### src/rtl/core/efra_pkg.sv
// ----------------------------------------------------------------------------
// efra_pkg
// Types and constants shared by the earliest-free room allocator and its
// checker.
// ----------------------------------------------------------------------------
package efra_pkg;

  localparam int ROOMS_DEFAULT = 16;
  localparam int TIME_W        = 48;
  localparam int COUNT_W       = 32;
  localparam int STAMP_W       = 32;
  localparam int ROOM_W        = 4;
  localparam int CFG_W         = 5;

  localparam logic [TIME_W-1:0]  TIME_MAX        = {TIME_W{1'b1}};
  localparam logic [COUNT_W-1:0] COUNT_MAX       = {COUNT_W{1'b1}};
  localparam logic [CFG_W-1:0]   ROOMS_CFG_RESET = CFG_W'(16);

  typedef struct packed {
    logic [STAMP_W-1:0] meeting_start;
    logic [STAMP_W-1:0] meeting_end;
  } req_t;

  typedef struct packed {
    logic [ROOM_W-1:0]  assigned_room;
    logic [TIME_W-1:0]  finish_time;
    logic               was_delayed;
    logic [ROOM_W-1:0]  busiest_room;
    logic [COUNT_W-1:0] busiest_count;
  } rsp_t;

  typedef struct packed {
    logic [TIME_W-1:0]  busy_until;
    logic [COUNT_W-1:0] booking_count;
  } room_entry_t;

  typedef enum logic [1:0] {
    ST_IDLE,
    ST_SCAN,
    ST_WRITE
  } state_t;

endpackage

### src/rtl/core/earliest_free_room_allocator.sv
// ----------------------------------------------------------------------------
// earliest_free_room_allocator
// Books each request into the lowest free enabled room, or delays it into the
// room that frees earliest, and reports the most-booked room.
// ----------------------------------------------------------------------------
// One request is handled at a time: the beat is taken, the single read port of
// the room memory walks rooms 0 to n-1, n being the number of enabled rooms,
// the read data is registered, and the chosen room is written back and the
// result is loaded into the output register once any stalled previous result
// has left the output. Room state lives in one memory of ROOMS
// entries; a valid bit per entry, cleared at reset, makes an unwritten room
// read as free with no bookings, so no clearing pass is needed after reset.
// The result register frees the input side: a new request is taken while the
// previous result still waits on the output.
module earliest_free_room_allocator #(
  parameter int ROOMS = efra_pkg::ROOMS_DEFAULT
) (
  input  logic                       clk,
  input  logic                       rst,
  input  logic                       req_valid,
  output logic                       req_stall,
  input  efra_pkg::req_t             req,
  output logic                       rsp_valid,
  input  logic                       rsp_stall,
  output efra_pkg::rsp_t             rsp,
  input  logic                       cfg_wr_en,
  input  logic [efra_pkg::CFG_W-1:0] cfg_wr_data
);

  localparam int IDX_W = (ROOMS > 1) ? $clog2(ROOMS) : 1;
  localparam int CNT_W = $clog2(ROOMS + 1);
  localparam int N_W   = (CNT_W > efra_pkg::CFG_W) ? CNT_W : efra_pkg::CFG_W;

  efra_pkg::state_t state, state_next;

  logic [efra_pkg::CFG_W-1:0] rooms_in_use;
  logic [N_W-1:0]             cfg_ext;
  logic [N_W-1:0]             n_eff;
  logic [IDX_W-1:0]           last_idx;

  efra_pkg::room_entry_t room_mem [ROOMS];
  logic [ROOMS-1:0]      room_valid;

  logic [IDX_W-1:0]      rd_idx;
  logic                  issuing;
  efra_pkg::room_entry_t rd_entry;
  logic                  rd_entry_valid;
  logic                  dv;
  logic [IDX_W-1:0]      d_idx;

  logic [efra_pkg::TIME_W-1:0]  d_busy;
  logic [efra_pkg::COUNT_W-1:0] d_count;

  logic [efra_pkg::STAMP_W-1:0] start;
  logic [efra_pkg::STAMP_W-1:0] stop;
  logic [efra_pkg::STAMP_W-1:0] dur;

  logic                         found;
  logic [IDX_W-1:0]             pick;
  logic [efra_pkg::COUNT_W-1:0] pick_count;
  logic [IDX_W-1:0]             earl;
  logic [efra_pkg::TIME_W-1:0]  earl_busy;
  logic [efra_pkg::COUNT_W-1:0] earl_count;
  logic [IDX_W-1:0]             best;
  logic [efra_pkg::COUNT_W-1:0] best_count;

  logic                         commit;
  logic                         accept;
  logic [IDX_W-1:0]             chosen;
  logic [efra_pkg::COUNT_W-1:0] chosen_count;
  logic [efra_pkg::COUNT_W-1:0] new_count;
  logic [efra_pkg::TIME_W:0]    delay_sum;
  logic [efra_pkg::TIME_W-1:0]  finish;
  logic                         pick_wins;

  // enabled room count
  always_comb begin
    cfg_ext = N_W'(rooms_in_use);
    if (cfg_ext == '0) begin
      n_eff = N_W'(1);
    end else if (cfg_ext > N_W'(ROOMS)) begin
      n_eff = N_W'(ROOMS);
    end else begin
      n_eff = cfg_ext;
    end
    last_idx = IDX_W'(n_eff - N_W'(1));
  end

  always_ff @(posedge clk) begin
    if (rst) begin
      rooms_in_use <= efra_pkg::ROOMS_CFG_RESET;
    end else if (cfg_wr_en) begin
      rooms_in_use <= cfg_wr_data;
    end
  end

  // control
  always_ff @(posedge clk) begin
    if (rst) begin
      state <= efra_pkg::ST_IDLE;
    end else begin
      state <= state_next;
    end
  end

  always_comb begin
    state_next = state;
    req_stall  = 1'b1;
    accept     = 1'b0;
    commit     = 1'b0;
    case (state)
      efra_pkg::ST_IDLE: begin
        req_stall = 1'b0;
        accept    = req_valid;
        if (req_valid) begin
          state_next = efra_pkg::ST_SCAN;
        end
      end
      efra_pkg::ST_SCAN: begin
        if (dv && d_idx == last_idx) begin
          state_next = efra_pkg::ST_WRITE;
        end
      end
      efra_pkg::ST_WRITE: begin
        commit = !rsp_valid || !rsp_stall;
        if (commit) begin
          state_next = efra_pkg::ST_IDLE;
        end
      end
      default: begin
        state_next = efra_pkg::ST_IDLE;
      end
    endcase
  end

  // room memory read port
  always_ff @(posedge clk) begin
    rd_entry       <= room_mem[rd_idx];
    rd_entry_valid <= room_valid[rd_idx];
    d_idx          <= rd_idx;
  end

  always_ff @(posedge clk) begin
    if (rst) begin
      issuing <= 1'b0;
      dv      <= 1'b0;
      rd_idx  <= '0;
    end else begin
      dv <= issuing;
      if (accept) begin
        issuing <= 1'b1;
        rd_idx  <= '0;
      end else if (issuing) begin
        if (rd_idx == last_idx) begin
          issuing <= 1'b0;
        end else begin
          rd_idx <= rd_idx + IDX_W'(1);
        end
      end
    end
  end

  assign d_busy  = rd_entry_valid ? rd_entry.busy_until : '0;
  assign d_count = rd_entry_valid ? rd_entry.booking_count : '0;

  // scan of room state
  always_ff @(posedge clk) begin
    if (accept) begin
      start <= req.meeting_start;
      stop  <= req.meeting_end;
      dur   <= (req.meeting_end > req.meeting_start) ?
               req.meeting_end - req.meeting_start : '0;
      found <= 1'b0;
    end else if (dv) begin
      if (!found) begin
        if (d_busy <= efra_pkg::TIME_W'(start)) begin
          found      <= 1'b1;
          pick       <= d_idx;
          pick_count <= d_count;
        end else if (d_idx == '0 || d_busy < earl_busy) begin
          earl       <= d_idx;
          earl_busy  <= d_busy;
          earl_count <= d_count;
        end
      end
      if (d_idx == '0 || d_count > best_count) begin
        best       <= d_idx;
        best_count <= d_count;
      end
    end
  end

  // write-back and result
  always_comb begin
    chosen       = found ? pick : earl;
    chosen_count = found ? pick_count : earl_count;
    new_count    = (chosen_count == efra_pkg::COUNT_MAX) ?
                   chosen_count : chosen_count + efra_pkg::COUNT_W'(1);
    delay_sum    = {1'b0, earl_busy} + (efra_pkg::TIME_W + 1)'(dur);
    if (found) begin
      finish = efra_pkg::TIME_W'((stop > start) ? stop : start);
    end else if (delay_sum > {1'b0, efra_pkg::TIME_MAX}) begin
      finish = efra_pkg::TIME_MAX;
    end else begin
      finish = delay_sum[efra_pkg::TIME_W-1:0];
    end
    pick_wins = (new_count > best_count) ||
                (new_count == best_count && chosen < best);
  end

  always_ff @(posedge clk) begin
    if (commit) begin
      room_mem[chosen] <= '{busy_until: finish, booking_count: new_count};
    end
  end

  always_ff @(posedge clk) begin
    if (rst) begin
      room_valid <= '0;
    end else if (commit) begin
      room_valid[chosen] <= 1'b1;
    end
  end

  always_ff @(posedge clk) begin
    if (rst) begin
      rsp_valid <= 1'b0;
    end else if (commit) begin
      rsp_valid <= 1'b1;
    end else if (!rsp_stall) begin
      rsp_valid <= 1'b0;
    end
  end

  always_ff @(posedge clk) begin
    if (commit) begin
      rsp.assigned_room <= efra_pkg::ROOM_W'(chosen);
      rsp.finish_time   <= finish;
      rsp.was_delayed   <= !found;
      rsp.busiest_room  <= efra_pkg::ROOM_W'(pick_wins ? chosen : best);
      rsp.busiest_count <= pick_wins ? new_count : best_count;
    end
  end

endmodule

### config.mk
export PLATFORM = sky130hd
export DESIGN_NAME = earliest_free_room_allocator
export DESIGN_NICKNAME = d
export VERILOG_FILES = /design/src/rtl/core/efra_pkg.sv /design/src/rtl/core/earliest_free_room_allocator.sv
export SDC_FILE = /design/constraint.sdc
export NUM_CORES = 2
export LEC_CHECK = 0
export BUFFER_PORTS_ARGS = -buffer_cell sky130_fd_sc_hd__buf_2
export CORE_ASPECT_RATIO = 1.1
export CORE_MARGIN = 4
export CORE_UTILIZATION = 30
export DETAILED_ROUTE_END_ITERATION = 8
export SETUP_SLACK_MARGIN = 0.5
export SLEW_MARGIN = 20
export SYNTH_ARGS = -nofsm -noshare
export SYNTH_HDL_FRONTEND = slang
export SYNTH_SLANG_ARGS = --single-unit
### constraint.sdc
create_clock -name clk -period 22.3 [get_ports clk]
set_input_delay 5.575 -clock clk [delete_from_list [all_inputs] [get_ports clk]]
set_output_delay 5.575 -clock clk [all_outputs]
set_load 0.1 [all_outputs]
==> results.md <==
- Via count: 37436
- Initial DRC Count: 3303
- Critical path type: input port to flop
- RSZ-0062 raised after global routing: false
- CP arrival: 8800 ps
- Core area: 0.239 mm2
- Post-synthesis sequential area ratio: 70.5%
- Clock Sinks: 1737
- Nets@finish: 4590
- Power Density: about 90 mW/mm2
- Detailed Place HPWL: 112 mm
- Number of flops mapped to enable cells by yosys: 1621
- Critical path's top delay family: compound AO/OA/AOI/OAI gates
- Slowest cell on the critical path: o41ai_1
- Crit start category: input port
- CTS Buf Count: roughly 180
- Die height: 523 um
- Post-synthesis average cell area: 18.4 um2
- Async S/R FF share, synth: 0%
- Post-Place Setup Slack: 12850 ps
- CP cell instances: buf_2 > inv_1 > ha_1 > fa_1 > nand2b_1 > a21oi_1 > o21ai_0 > nand2_1 > and2_1 > o41ai_1 > nand3b_1 > a22o_2 > nor3b_1
- Slew Viols, Final: 0
- DIE WIDTH: 476 um
- IO Port Bufs: 164
- Period utilization: a little under two fifths
- Cell taking the most area after synthesis: edfxtp_1
- Clk_lat worst skew: ~800 ps
- WHS: 462 ps
- CP max stage delay: 700 ps
- Min-delay worst type: flop to flop
- Mapped Area: between 0.07 and 0.08 mm2
- Post-CTS Setup Inserts: 0
- Reg clk slew, reported paths: 60 ps
- Layout area overhead: 15.8%
- CP Data Required Time: 22810 ps
- Max frequency: 121 MHz
- Worst IR Drop VDD: around 0.065 mV
- Slew @ Worst Pin: ~1200 ps
- CTS H-Tree Depth: 4
- Final instance area: around 0.084 mm2
- Number of global-route vias before repair: 38739
- I/O pins: 165
- Num rows: 188
- Share of cells above drive strength 1: 24.4%
- Dpl cell area: 0.0778 mm2
- P_leak: 27.8 nW
- Top FF cell, synth: edfxtp_1
- Placer Congestion: between 0.8 and 0.9
- Top cells by area, synth: edfxtp_1 67%, mux4_2 13%, ha_1 4.2%, dfxtp_1 3.2%, a21oi_1 0.91%
- Worst path bufs/invs: 2
- DRT Pass-1 Iters: 6
- Post-route DRC: 0
- Slew Limit Headroom: 19.9%
- Final worst slack: 14000 ps
- Setup TNS: 0 ps
- Cts hold-fix bufs: 0
- First-pass GRT wire length: 265 mm
- Global route overflow: 0
- Crit end category: flop
- Root buffer cell: clkbuf_16
- Max clock buf depth: 3
- Synthesized flop and latch total: 1737
- Initial Utilization: 30.2%
- Setup violators final: 0
- Final min period: 8300 ps
- Final Skew: 33.5 ps
- Die Area: 0.249 mm2
- Final hold vios: 0
- Total GRT Usage: approximately 14%
- Max-Cap Viols: 0
- Yosys cell types: 91
- Count leader, synth: edfxtp_1
- Drt wl/cell: 24.1 um
- # resized after CTS: 0
- Outcome: finished clean
- Drt via density: roughly 4.9
- Cells after synthesis: 3932
- Routed wire length: 182 mm
- Post-DRT Antenna Nets: 0
- YS warnings: 0
- Share of the synthesized area in the top cell type: 67.3%
- Initial antenna violation count: 19
- R2R Setup Slk: 14820 ps
- CTS tree: done
- Worst Path Max Fanout: 32
- Syn nets: 4253
- Post-synth top cells: 1621 x edfxtp_1, 405 x mux4_2, 245 x ha_1, 172 x inv_1, 151 x nor2_1
- Largest net degree at the start of global routing: 86
[per-layer routing]
layer / global-route usage, % / routed length, um
met2: 24.8 / 91800
met4: 4.10 / 4910
met3: 2.16 / 8360
met1: 18.5 / 76900
met5: 0 / 50
[layout make-up]
class / count / area [um2]
Antenna cell: 8 / 20.0
Clock buffer: 239 / 4910
Clock inverter: 91 / 1070
Fill cell: 22113 / 155000
Inverter: 173 / 657
Multi-Input combinational cell: 1882 / 20300
Sequential cell: 1737 / 51000
Tap cell: 3135 / 3920
Timing Repair Buffer: 298 / 1830
[cells by family after synthesis]
family	synth area share (%)
adder cells (fa/ha/maj)	4.29
buffers and inverters	1.69
XOR/XNOR	1.26
AO/OA/AOI/OAI	3.84
flip-flops	70.5
multiplexers	14.2
AND/OR/NAND/NOR	4.22
[worst reg2reg max path: cells and delay by family (launching register included)]
kind                     cells  cell delay, ps
multiplexers                 1             500
AND/OR/NAND/NOR              9            1740
AO/OA/AOI/OAI                6            1940
flip-flops                   1             700
buffers and inverters        2            1250
XOR/XNOR                     1             670
adder cells (fa/ha/maj)      1             390
[power by group]
part	leakage (nW)	switching [W]	internal (W)	total, W
Combinational	9.14	0.000404	0.000207	0.000611
Sequential	15.8	0.0000335	0.00369	0.00373
Clock	2.90	0.00127	0.00177	0.00304
Total	27.8	0.00171	0.00567	0.00738
[state kept, by name (all words and copies together) (netlist names)]
register	flops
earl_count	32
d_idx	4
earl_busy	48
dv	1
state	2
rd_entry	80
cfg_ext	5
best_count	32
stop	32
pick_count	32
found	1
room_valid	16
rd_entry_valid	1
rd_idx	4
rsp	89
dur	32
pick	4
rsp_valid	1
best	4
earl	4
room_mem	1280
issuing	1
start	32
[cells in the final DEF (no fill, tap or decap), drive strengths merged, types with 7 or more instances in the layout]
cell / netlist / final
a211oi: 15 / 15
a21o: 46 / 46
a21oi: 132 / 132
a221oi: 7 / 7
a22oi: 26 / 26
a31oi: 7 / 7
and2: 83 / 83
and3: 14 / 14
buf: 59 / 298
bufinv: 0 / 19
clkbuf: 81 / 239
clkinv: 1 / 51
clkinvlp: 0 / 12
dfxtp: 116 / 116
diode: 0 / 8
edfxtp: 1621 / 1621
ha: 245 / 245
inv: 172 / 182
mux2: 43 / 43
mux2i: 65 / 65
mux4: 405 / 405
nand2: 111 / 111
nand2b: 25 / 25
nand3: 50 / 50
nand3b: 9 / 9
nand4: 49 / 49
nor2: 152 / 152
nor2b: 29 / 29
nor3: 37 / 37
nor4: 13 / 13
o211ai: 9 / 9
o21a: 20 / 20
o21ai: 82 / 82
o21bai: 12 / 12
xnor2: 54 / 54
xor2: 49 / 49
[final timing paths]
path,start,to,cells past startpoint
setup reg to reg,found,rsp[2],20
hold reg to reg,issuing,dv,1
setup / recovery,req[0],dur[31],13
hold / removal,issuing,dv,1
[stage by stage]
| step | utilization, % | total power, W | cells |
|---|---|---|---|
| 2_1_floorplan | - | 0.00418 | 3932 |
| 3_3_place_gp | 32.5 | 0.00440 | 7222 |
| 3_5_place_dp | 32.5 | 0.00442 | 7225 |
| 4_1_cts | 35.0 | 0.00746 | 7555 |
| 5_1_grt | 35.0 | 0.00764 | 7557 |
| 6_report | 35.0 | 0.00738 | 7563 |
(Power assumes the default switching activity.)
